$ cat src/design/h264ab_pkg.sv
// Shared types and constants for the length-prefixed to Annex B converter.
// Holds the item structs, the parser phase enum, status codes and the start code.
// No dependencies.
package h264ab_pkg;

    typedef struct packed {
        logic [7:0] in_byte;
        logic       frame_last;
    } in_item_t;

    typedef struct packed {
        logic [7:0] out_byte;
        logic       byte_valid;
        logic       frame_end;
        logic [1:0] status;
        logic       key_frame;
    } out_item_t;

    typedef enum logic [2:0] {
        PH_LEN0    = 3'd0,
        PH_LEN1    = 3'd1,
        PH_LEN2    = 3'd2,
        PH_LEN3    = 3'd3,
        PH_PAYLOAD = 3'd4,
        PH_DROP    = 3'd5
    } phase_t;

    localparam logic [1:0] ST_OK     = 2'd0;
    localparam logic [1:0] ST_BADLEN = 2'd1;
    localparam logic [1:0] ST_TRUNC  = 2'd2;

    localparam logic [4:0] NAL_TYPE_MASK = 5'h1f;
    localparam logic [4:0] NAL_IDR       = 5'd5;
    localparam logic [4:0] NAL_SPS       = 5'd7;

    localparam logic [7:0] START_CODE [4] = '{8'h00, 8'h00, 8'h00, 8'h01};

    function automatic logic [7:0] start_code_byte(input logic [1:0] idx);
        return START_CODE[idx];
    endfunction

endpackage

$ cat src/design/h264_length_prefix_to_annexb.sv
// Length-prefixed H.264 frame bytes to Annex B byte stream converter; depends on h264ab_pkg.
// A result enters the output register in the cycle after its byte is accepted.
// Accepts one byte per cycle while the output register is free; a valid fourth length
// byte that does not end the frame stalls the input while the output register sends the rest of the start code.
// Reset (rst_n, asynchronous, active low) returns the parser to the first length
// byte and empties the output register.
module h264_length_prefix_to_annexb
    import h264ab_pkg::*;
(
    input  logic      clk,
    input  logic      rst_n,
    input  logic      in_valid,
    output logic      in_ready,
    input  in_item_t  in_data,
    output logic      out_valid,
    input  logic      out_ready,
    output out_item_t out_data
);

    phase_t      phase_reg, phase_next;
    logic [23:0] length_reg, length_next;
    logic [30:0] payload_left_reg, payload_left_next;
    logic        header_pending_reg, header_pending_next;
    logic        key_seen_reg, key_seen_next;

    logic        out_valid_reg;
    out_item_t   out_data_reg;
    logic [1:0]  sc_left_reg;

    logic        slot_free;
    logic        accept;
    logic [31:0] full_length;
    logic        length_bad;
    logic        key_type;
    logic        res_valid;
    out_item_t   res_data;
    logic        res_start;
    out_item_t   sc_data;

    assign slot_free   = !out_valid_reg || out_ready;
    assign in_ready    = (sc_left_reg == 2'd0) && slot_free;
    assign accept      = in_valid && in_ready;
    assign full_length = {length_reg, in_data.in_byte};
    assign length_bad  = (full_length == 32'd0) || full_length[31];
    assign key_type    = ((in_data.in_byte[4:0] & NAL_TYPE_MASK) == NAL_IDR)
                      || ((in_data.in_byte[4:0] & NAL_TYPE_MASK) == NAL_SPS);

    // Next parser state for the byte on the input.
    always_comb
    begin
        phase_next          = phase_reg;
        length_next         = length_reg;
        payload_left_next   = payload_left_reg;
        header_pending_next = header_pending_reg;
        key_seen_next       = key_seen_reg;
        case (phase_reg)
            PH_LEN0, PH_LEN1, PH_LEN2:
            begin
                length_next = {length_reg[15:0], in_data.in_byte};
                phase_next  = phase_t'(phase_reg + 3'd1);
            end
            PH_LEN3:
            begin
                length_next = 24'd0;
                if (length_bad)
                begin
                    phase_next = PH_DROP;
                end
                else
                begin
                    payload_left_next   = full_length[30:0];
                    header_pending_next = 1'b1;
                    phase_next          = PH_PAYLOAD;
                end
            end
            PH_PAYLOAD:
            begin
                if (header_pending_reg && key_type)
                begin
                    key_seen_next = 1'b1;
                end
                header_pending_next = 1'b0;
                payload_left_next   = payload_left_reg - 31'd1;
                if (payload_left_reg == 31'd1)
                begin
                    phase_next = PH_LEN0;
                end
            end
            default:
            begin
                phase_next = PH_DROP;
            end
        endcase
        // Every frame end returns the parser to its reset state.
        if (in_data.frame_last)
        begin
            phase_next          = PH_LEN0;
            length_next         = 24'd0;
            payload_left_next   = 31'd0;
            header_pending_next = 1'b0;
            key_seen_next       = 1'b0;
        end
    end

    // Result produced by the byte on the input.
    always_comb
    begin
        res_valid = 1'b0;
        res_start = 1'b0;
        res_data  = '0;
        case (phase_reg)
            PH_LEN0, PH_LEN1, PH_LEN2:
            begin
                if (in_data.frame_last)
                begin
                    res_valid          = 1'b1;
                    res_data.frame_end = 1'b1;
                    res_data.status    = ST_TRUNC;
                    res_data.key_frame = key_seen_reg;
                end
            end
            PH_LEN3:
            begin
                if (in_data.frame_last)
                begin
                    res_valid          = 1'b1;
                    res_data.frame_end = 1'b1;
                    res_data.status    = length_bad ? ST_BADLEN : ST_TRUNC;
                    res_data.key_frame = key_seen_reg;
                end
                else if (!length_bad)
                begin
                    res_valid           = 1'b1;
                    res_start           = 1'b1;
                    res_data.out_byte   = start_code_byte(2'd0);
                    res_data.byte_valid = 1'b1;
                end
            end
            PH_PAYLOAD:
            begin
                res_valid           = 1'b1;
                res_data.out_byte   = in_data.in_byte;
                res_data.byte_valid = 1'b1;
                if (in_data.frame_last)
                begin
                    res_data.frame_end = 1'b1;
                    res_data.status    = (payload_left_reg == 31'd1) ? ST_OK : ST_TRUNC;
                    res_data.key_frame = key_seen_reg || (header_pending_reg && key_type);
                end
            end
            default:
            begin
                if (in_data.frame_last)
                begin
                    res_valid          = 1'b1;
                    res_data.frame_end = 1'b1;
                    res_data.status    = ST_BADLEN;
                    res_data.key_frame = key_seen_reg;
                end
            end
        endcase
    end

    // Next start code byte while the rest of a start code is being sent.
    always_comb
    begin
        sc_data            = '0;
        sc_data.out_byte   = start_code_byte(2'd0 - sc_left_reg);
        sc_data.byte_valid = 1'b1;
    end

    always_ff @(posedge clk or negedge rst_n)
    begin
        if (!rst_n)
        begin
            phase_reg          <= PH_LEN0;
            length_reg         <= 24'd0;
            payload_left_reg   <= 31'd0;
            header_pending_reg <= 1'b0;
            key_seen_reg       <= 1'b0;
        end
        else if (accept)
        begin
            phase_reg          <= phase_next;
            length_reg         <= length_next;
            payload_left_reg   <= payload_left_next;
            header_pending_reg <= header_pending_next;
            key_seen_reg       <= key_seen_next;
        end
    end

    // The output register sends the rest of a start code before taking new bytes.
    always_ff @(posedge clk or negedge rst_n)
    begin
        if (!rst_n)
        begin
            out_valid_reg <= 1'b0;
            sc_left_reg   <= 2'd0;
        end
        else if (slot_free)
        begin
            if (sc_left_reg != 2'd0)
            begin
                out_valid_reg <= 1'b1;
                sc_left_reg   <= sc_left_reg - 2'd1;
            end
            else if (accept && res_valid)
            begin
                out_valid_reg <= 1'b1;
                sc_left_reg   <= res_start ? 2'd3 : 2'd0;
            end
            else
            begin
                out_valid_reg <= 1'b0;
            end
        end
    end

    always_ff @(posedge clk)
    begin
        if (slot_free)
        begin
            if (sc_left_reg != 2'd0)
            begin
                out_data_reg <= sc_data;
            end
            else if (accept && res_valid)
            begin
                out_data_reg <= res_data;
            end
        end
    end

    assign out_valid = out_valid_reg;
    assign out_data  = out_data_reg;

`ifndef SYNTHESIS
    a_sc_needs_output: assert property (@(posedge clk) disable iff (!rst_n)
        (sc_left_reg != 2'd0) |-> out_valid_reg)
        else $error("start code pending with an empty output register");

    a_frame_end_clears: assert property (@(posedge clk) disable iff (!rst_n)
        (accept && in_data.frame_last) |=> (phase_reg == PH_LEN0) && !key_seen_reg)
        else $error("parser state not cleared at frame end");

    a_status_only_ends: assert property (@(posedge clk) disable iff (!rst_n)
        (out_valid_reg && !out_data_reg.byte_valid) |-> out_data_reg.frame_end)
        else $error("status-only result without frame end");

    a_payload_nonzero: assert property (@(posedge clk) disable iff (!rst_n)
        (phase_reg == PH_PAYLOAD) |-> (payload_left_reg != 31'd0))
        else $error("payload phase with no bytes left");
`endif

endmodule

$ cat config.mk
export PLATFORM = sky130hd
export DESIGN_NAME = h264_length_prefix_to_annexb
export DESIGN_NICKNAME = d
export VERILOG_FILES = /design/src/design/h264ab_pkg.sv /design/src/design/h264_length_prefix_to_annexb.sv
export SDC_FILE = /design/constraint.sdc
export NUM_CORES = 1
export LEC_CHECK = 0
export ABC_CLOCK_PERIOD_IN_PS = 6500
export BUFFER_PORTS_ARGS = -buffer_cell sky130_fd_sc_hd__buf_2
export CAP_MARGIN = 10
export CORE_ASPECT_RATIO = 0.7
export CORE_MARGIN = 10
export CORE_UTILIZATION = 30
export DETAILED_ROUTE_END_ITERATION = 8
export SLEW_MARGIN = 20
export SYNTH_ARGS = -nofsm -noshare
export SYNTH_HDL_FRONTEND = slang
export SYNTH_SLANG_ARGS = --single-unit
$ cat constraint.sdc
create_clock -name clk -period 6.5 [get_ports clk]
set_clock_uncertainty 0.1 [all_clocks]
set_input_delay 0.65 -clock clk [delete_from_list [all_inputs] [get_ports clk]]
set_output_delay 0.65 -clock clk [all_outputs]
set_load 0.01 [all_outputs]
Yosys cells after proc, flatten, opt, wreduce, memory -nomap -nowiden
Index checks and enable logic that the tools add are counted.
{"block": "totals", "inputBits": 13, "ff_bits": 76}
{"block": "op_classes", "eq_ne": 9, "bitwise": 1, "n_reduce_logical": 24, "muxes": 41, "n_addsub": 4, "order_cmp": 1}
{"cell": "two-way mux 31 bit", "n": 2}
{"cell": "case mux 31 bit (2 select lines)", "n": 1}
{"cell": "case mux 24 bit (2 select lines)", "n": 1}
{"cell": "zero test 32 bit", "n": 1}
{"cell": "== test 31 x 1 -> 1 bit (second input constant)", "n": 1}
{"cell": "subtractor 31 x 1 -> 31 bit (second input constant)", "n": 1}
{"cell": "two-way mux 13 bit", "n": 2}
{"cell": "two-way mux 24 bit", "n": 1}
{"cell": "case mux 9 bit (2 select lines)", "n": 1}
{"cell": "binary-select mux 8 bit (select 2 bit)", "n": 1}
{"cell": "two-way mux 4 bit", "n": 4}
{"cell": "two-way mux 8 bit", "n": 2}
{"cell": "two-way mux 1 bit", "n": 15}
{"cell": "case mux 4 bit (3 select lines)", "n": 1}
{"cell": "== test 5 x 3 -> 1 bit (second input constant)", "n": 2}
{"cell": "two-way mux 2 bit", "n": 5}
{"cell": "case mux 3 bit (3 select lines)", "n": 1}
{"cell": "nonzero test 2 bit", "n": 4}
{"cell": "== test 3 x 2 -> 1 bit (second input constant)", "n": 2}
{"cell": "two-way mux 3 bit", "n": 2}
{"cell": "inequality test 3 bit (second input constant)", "n": 2}
{"cell": "AND reduction 2 bit", "n": 3}
{"cell": "AND reduction 3 bit", "n": 2}
{"cell": "nonzero test 3 bit", "n": 2}
{"cell": "other kinds (14)", "n": 21}

Depth between registers and ports, before layout
Gate-level depths: netlist of run 1.
{"block": "depth", "word_depth": 8, "ltp_mapped": 10}

Worst setup path after synthesis of run 1
No wires, ideal clock.
{"block": "synth_path", "path_type": "input -> register", "startpoint": "input port out_ready", "endpoint": "register out_data_reg (netlist bit out_data[0]), enable pin", "path_slack_ns": 3.413, "path_stages": 5, "setup_time_ns": 0.405, "arrival_ns": 2.582, "path_cell_list": "nand2b_1 nand3_1 clkbuf_1 clkbuf_1 o32ai_1"}
{"block": "synth_via", "elab_chain_cells": 6}
{"item": "start, declared", "line": "h264_length_prefix_to_annexb.sv:16", "text": "input logic out_ready,"}
{"item": "logical OR 1 bit (*)", "line": "h264_length_prefix_to_annexb.sv:40", "text": "assign slot_free = !out_valid_reg || out_ready;"}
{"item": "logical AND 1 bit", "line": "h264_length_prefix_to_annexb.sv:41", "text": "assign in_ready = (sc_left_reg == 2'd0) && slot_free;"}
{"item": "logical AND 1 bit", "line": "h264_length_prefix_to_annexb.sv:42", "text": "assign accept = in_valid && in_ready;"}
{"item": "logical AND 1 bit", "line": "h264_length_prefix_to_annexb.sv:227", "text": "else if (accept && res_valid)"}
{"item": "nonzero test 2 bit (no source line)"}
{"item": "AND reduction 2 bit (no source line) (*)"}
{"item": "end signal, assigned", "line": "h264_length_prefix_to_annexb.sv:225", "text": "out_data_reg <= sc_data;"}
{"item": "end signal, assigned", "line": "h264_length_prefix_to_annexb.sv:229", "text": "out_data_reg <= res_data;"}
{"item": "end, declared", "line": "h264_length_prefix_to_annexb.sv:27", "text": "out_item_t out_data_reg;"}
Mark *: on every way between the ends. The rest lies on a longest branch, timed or not.
A chain may end at the register's enable or synchronous reset.

Worst setup path in the final report of run 1
{"block": "layout_path", "startpoint": "register sc_left_reg[0]", "endpoint": "register length_reg[12]"}
{"block": "layout_via", "elab_chain_cells": 4}
{"item": "start, declared", "line": "h264_length_prefix_to_annexb.sv:28", "text": "logic [1:0] sc_left_reg;"}
{"item": "start signal, assigned", "line": "h264_length_prefix_to_annexb.sv:205", "text": "sc_left_reg <= sc_left_reg - 2'd1;"}
{"item": "start signal, assigned", "line": "h264_length_prefix_to_annexb.sv:210", "text": "sc_left_reg <= res_start ? 2'd3 : 2'd0;"}
{"item": "zero test 2 bit", "line": "h264_length_prefix_to_annexb.sv:41"}
{"item": "logical AND 1 bit", "line": "h264_length_prefix_to_annexb.sv:41"}
{"item": "logical AND 1 bit", "line": "h264_length_prefix_to_annexb.sv:42"}
{"item": "AND reduction 2 bit (no source line)"}
{"item": "end signal, assigned", "line": "h264_length_prefix_to_annexb.sv:185", "text": "length_reg <= length_next;"}
{"item": "end, declared", "line": "h264_length_prefix_to_annexb.sv:21", "text": "logic [23:0] length_reg, length_next;"}
Every way passes these cells.

==> impl_metrics.json, run 1 <==
{
  "outcome": "completed",
  "dieArea_um2": 20100,
  "viasPerCell": 5.60,
  "tightestPinTransition_ns": 0.835,
  "diodes": 0,
  "total_power_mw": 2.45,
  "via_count": 3929,
  "cts_max_level": 3,
  "synth_top_area_share_pct": 35.6,
  "syn_avg_cell_area_um2": 8.98,
  "fin_area_um2": 5030,
  "critPathLaunchType": "flip-flop",
  "grt_setup_unrepaired": "false",
  "drive_above_1_share_pct": 14.4,
  "fmaxAchievable_ghz": 0.339,
  "yosysTopAreaCell": "dfrtp_1",
  "synthFlopType": "dfrtp_1",
  "preCtsSetupSlack_ns": 3.29,
  "finalCoreUtilization_pct": 34.5,
  "synthCells": 493,
  "syn-cell-area_um2": 4430,
  "gp_congestion": 0.887,
  "ys.warnings.count": 0,
  "clk_latency_ns": 0.33,
  "clockBufferDepth": 2,
  "detail-route-antenna-nets": 0,
  "fin_ws_ns": 3.55,
  "required_ns": 6.66,
  "synth_nets": 513,
  "tritoncts": "built",
  "area_growth_pct": 13.7,
  "ys_seq_elements": 76,
  "fillerInstances": 1480,
  "worst-path-max-fanout": 34,
  "grt_max_degree": 64,
  "setup_viol": 0,
  "slew_violations": 0,
  "ctsResizeCount": 0,
  "cts_buffers": 9,
  "dpl.cell_count": 685,
  "grt_pass1_vias": 3684,
  "port_buffers": 27,
  "first_iter_violations": 430,
  "clkSlewWorstSetupHoldPaths_ns": 0.06,
  "peakVddDrop_mv": 0.169,
  "fin_setup_tns_ns": 0,
  "ios": 28,
  "grt_pass1_wl_um": 20600,
  "p_per_area_nw_per_um2": 487,
  "end_kind": "flip-flop",
  "layout.cells.non_filler": 701,
  "synthDistinctLibCells": 57,
  "regArea_um2": 1970,
  "whs_ns": 0.383,
  "max_stage_delay_ns": 0.67,
  "floorplan.rows": 37,
  "cap_violations": 0,
  "critPathKind": "reg2reg",
  "cts_root_buf": "clkbuf_16",
  "start_util_pct": 30.4,
  "core_um2": 14600,
  "cts.sinks": 76,
  "cts_hold_buf": 0,
  "grt_overflow_total": 0,
  "multi_input_area_um2": 2180,
  "layout.nets": 521,
  "post_dp_cell_area_um2": 4700,
  "routed_wl_um": 12500,
  "wl_per_cell_um": 17.8,
  "hold_violations": 0,
  "p_leak_nw": 2.13,
  "fp.dieH_um": 122,
  "min_period_over_period_pct": 45.4,
  "drc_errors": 0,
  "track_usage_pct": 12.6,
  "yosysSeqAreaShare_pct": 44.4,
  "synth-edff-count": 13,
  "ys_top_cells_by_area": "dfrtp_1 36%, edfxtp_1 8.8%, nand2_1 5.0%",
  "crit_arrival_ns": 3.11,
  "largest_reg_flops": 31,
  "worstPathCellList": "nor2_1, nand3_1, buf_4, a21oi_1, buf_4, nand3_1, nand2_1",
  "synthArstFlopShare_pct": 82.9,
  "crit_slowest_cell": "nor2_1",
  "die_w_um": 165,
  "min_period_ns": 2.95,
  "max_slew_margin_pct": 44.2,
  "post_cts_buffers": 0,
  "antenna_found_initial": 0,
  "dp_hpwl_um": 8780,
  "first_pass_iters": 5,
  "hp-class": "in2async"
}
==> layer usage <==
metal / routed length [µm] / GRT usage, % / vias up / part of all wire (%)
met4: 55 / 2.37 / 0 / 0.44
met5: 0 / 0 / - / 0
li1: - / - / 1825 / -
met3: 1040 / 3.00 / 9 / 8.3
met1: 6050 / 20.0 / 1914 / 49
met2: 5320 / 16.6 / 181 / 43
==> cells in the mapped netlist (all sizes together), types with 4 or more instances <==
cell     instances
edfxtp          13
and4             4
o21ai            8
dfrtp           63
nor3            16
ha               7
and2             5
o211ai           4
nor4            14
nand3           34
a211oi          15
inv             33
or4              4
a221oi          14
nor2            31
o22ai           25
a22oi            8
or3              5
o2bb2ai          5
mux2i            7
a21oi           34
clkbuf          24
buf             15
nand2           59
and3            16
==> critical path: cells and delay by family, from the launching register on <==
| family | cells | cell delay (ns) |
|---|---|---|
| simple gates | 4 | 1.12 |
| buf+inv | 2 | 0.66 |
| compound gates | 1 | 0.54 |
| flops | 1 | 0.46 |
==> cell usage in the layout (no fill, tap or decap), types with 3 or more instances in the layout <==
cell type,count
dfrtp_1,63
nand2_1,59
nand3_1,34
inv_1,33
a21oi_1,32
nor2_1,31
buf_2,27
o22ai_1,25
and3_1,16
a211oi_1,15
nor3_1,13
edfxtp_1,13
nor4_1,11
a221oi_1,9
clkbuf_16,9
buf_4,9
o21ai_0,8
a22oi_1,8
mux2i_1,7
ha_1,7
or3_1,5
a221oi_2,5
o2bb2ai_1,5
and2_1,4
and4_1,4
nor4_4,3
o211ai_1,3
clkinv_2,3
==> final timing paths <==
| check | start | cells after the start | to | slack [ns] |
|---|---|---|---|---|
| min in group clk | length_reg[19]$_DFFE_PN0P_ | 2 | length_reg[19]$_DFFE_PN0P_ | 0.40 |
| setup / recovery | sc_left_reg[0]$_DFFE_PN0P_ | 7 | length_reg[12]$_DFFE_PN0P_ | 3.55 |
| setup reg to reg | sc_left_reg[0]$_DFFE_PN0P_ | 7 | length_reg[12]$_DFFE_PN0P_ | 3.55 |
| hold reg to reg | length_reg[19]$_DFFE_PN0P_ | 2 | length_reg[19]$_DFFE_PN0P_ | 0.40 |
| max in group asynchronous | rst_n | 2 | payload_left_reg[21]$_DFFE_PN0P_ | 5.35 |
| hold / removal | rst_n | 2 | payload_left_reg[19]$_DFFE_PN0P_ | 0.38 |
==> where the power goes <==
part           switching (mW)  internal [mW]
combinational           0.742          0.379
clock                   0.196          0.335
sequential              0.155          0.643
==> kinds of logic (layout without fill, tap and decap cells) <==
logic type                 count (synthesis)  in the layout  synth area share, %
and+or+nand+nor                          197            197                 23.6
adders and majority gates                  7              7                 1.98
muxes                                      9              9                 2.09
DFF                                       76             76                 44.4
buffers and inverters                     72             85                 6.78
xor gates and xnor gates                   1              1                0.198
AOI/OAI and AO/OA                        131            131                 20.9
==> layout make-up <==
type	count	area share, %
clock buffer	9	4.47
clock inverter	7	1.81
inverter	33	2.46
multi-input combinational	345	43.3
sequential	76	39.1
tap	195	4.85
timing repair buffer	36	4.03
Power figures use the tool's default switching activity.
==> run 2, diff against run 1 <==
- ABC_CLOCK_PERIOD_IN_PS: 6500 -> 2750
- clock period: 6.5 -> 2.75 ns (I/O delays scaled with it)
==> impl_metrics.json, run 2 (same netlist as run 1, synthesis figures left out) <==
{
  "tritoncts": "built",
  "min_period_over_period_pct": 93.5,
  "fillerInstances": 1454,
  "cap_violations": 0,
  "floorplan.rows": 37,
  "crit_slowest_cell": "or3b_1",
  "slew_violations": 0,
  "first_pass_iters": 5,
  "end_kind": "flip-flop",
  "critPathLaunchType": "flip-flop",
  "p_leak_nw": 2.26,
  "cp_top_family": "simple AND/OR/NAND/NOR gates",
  "routed_wl_um": 13700,
  "viasPerCell": 5.60,
  "setup_viol": 0,
  "dieArea_um2": 20100,
  "worst-path-max-fanout": 8,
  "dp_hpwl_um": 9980,
  "layout.nets": 551,
  "min_period_ns": 2.57,
  "port_buffers": 27,
  "worst-path-buf-inv": 1,
  "fin_area_um2": 5210,
  "cts_buffers": 9,
  "critPathKind": "reg2reg",
  "hp-class": "in2reg",
  "regArea_um2": 1970,
  "crit_arrival_ns": 2.67,
  "clk_latency_ns": 0.34,
  "diodes": 0,
  "cts.sinks": 76,
  "peakVddDrop_mv": 0.401,
  "area_growth_pct": 17.8,
  "first_iter_violations": 439,
  "worstPathCellList": "inv_1, ha_1, or3b_1, nor3_4, and2_2, o221ai_1, o2bb2ai_1",
  "whs_ns": 0.125,
  "clkSlewWorstSetupHoldPaths_ns": 0.06,
  "fp.dieH_um": 122,
  "required_ns": 2.85,
  "clockBufferDepth": 2,
  "cts_max_level": 3,
  "post_cts_buffers": 0,
  "max_stage_delay_ns": 0.59,
  "drive_above_1_share_pct": 18.7,
  "mostFrequentLayoutCells": "63 x dfrtp_1, 59 x nand2_1, 38 x buf_4",
  "core_um2": 14600,
  "p_per_area_nw_per_um2": 1130,
  "grt_pass1_wl_um": 22700,
  "tightestPinTransition_ns": 0.719,
  "grt_setup_unrepaired": "false",
  "ios": 28,
  "layout_commonest_cell": "dfrtp_1",
  "start_util_pct": 30.4,
  "grt_pass1_vias": 3939,
  "detail-route-antenna-nets": 0,
  "grt_overflow_total": 0,
  "gp_congestion": 0.906,
  "max_slew_margin_pct": 52.1,
  "multi_input_area_um2": 2180,
  "fmaxAchievable_ghz": 0.389,
  "antenna_found_initial": 0,
  "post_dp_cell_area_um2": 4920,
  "drc_errors": 0,
  "largest_reg_flops": 31,
  "track_usage_pct": 14.2,
  "wl_per_cell_um": 18.8,
  "fin_setup_tns_ns": 0,
  "cts_root_buf": "clkbuf_16",
  "hold_violations": 0,
  "finalCoreUtilization_pct": 35.7,
  "via_count": 4092,
  "die_w_um": 165,
  "outcome": "completed",
  "grt_max_degree": 41
}
## run 2: what timing repair did
action	4_1_cts	5_1_grt
hold endpoints to repair	27	0
resized for setup	0	0
hold buffers	1	0
## run 2: area by class of cell
class | count | area share, %
clock inverters | 7 | 0.840
well taps | 195 | 4.68
clock buffers | 9 | 4.32
flip-flops and latches | 76 | 37.7
inverters | 33 | 2.38
repair buffers | 66 | 8.26
multi-input cells | 345 | 41.8
## run 2: final timing paths
| check | to | start | slack, ns | depth (start not counted) |
|---|---|---|---|---|
| max | payload_left_reg[24]$_DFFE_PN0P_ | payload_left_reg[0]$_DFFE_PN0P_ | 0.18 | 7 |
| min | length_reg[5]$_DFFE_PN0P_ | in_data[6] | 0.12 | 3 |
| max reg2reg | payload_left_reg[24]$_DFFE_PN0P_ | payload_left_reg[0]$_DFFE_PN0P_ | 0.18 | 7 |
| min reg2reg | length_reg[20]$_DFFE_PN0P_ | length_reg[20]$_DFFE_PN0P_ | 0.41 | 2 |
| max in group asynchronous | payload_left_reg[0]$_DFFE_PN0P_ | rst_n | 1.37 | 3 |
| min in group asynchronous | payload_left_reg[18]$_DFFE_PN0P_ | rst_n | 0.44 | 2 |
## run 2: per-layer routing
layer  wire length, µm  vias to the layer above  global-route usage, %
met5                 0                        -                      0
met4                55                        0                   2.70
met3              1330                        6                   4.04
met2              5660                      184                   18.8
met1              6700                     2010                   22.0
li1                  -                     1892                      -
## run 2: worst min-delay path, cell delays in order
cell,delay (ns)
buf_2,0.12
nand3_1,0.08
nand2_1,0.05
## run 2: through the flow
step	setup WS [ns]	total power [mW]	cells
2_1_floorplan	0.317	3.85	493
3_3_place_gp	0.193	4.72	714
3_5_place_dp	0.0511	4.76	714
4_1_cts	0.00525	5.85	731
5_1_grt	0.0777	6.32	731
6_report	0.178	5.88	731
## run 2: report_power, final
group / internal (mW) / total (mW) / switching (mW)
Sequential: 1.52 / 1.81 / 0.288
Combinational: 1.08 / 2.99 / 1.91
Clock: 0.606 / 1.08 / 0.476
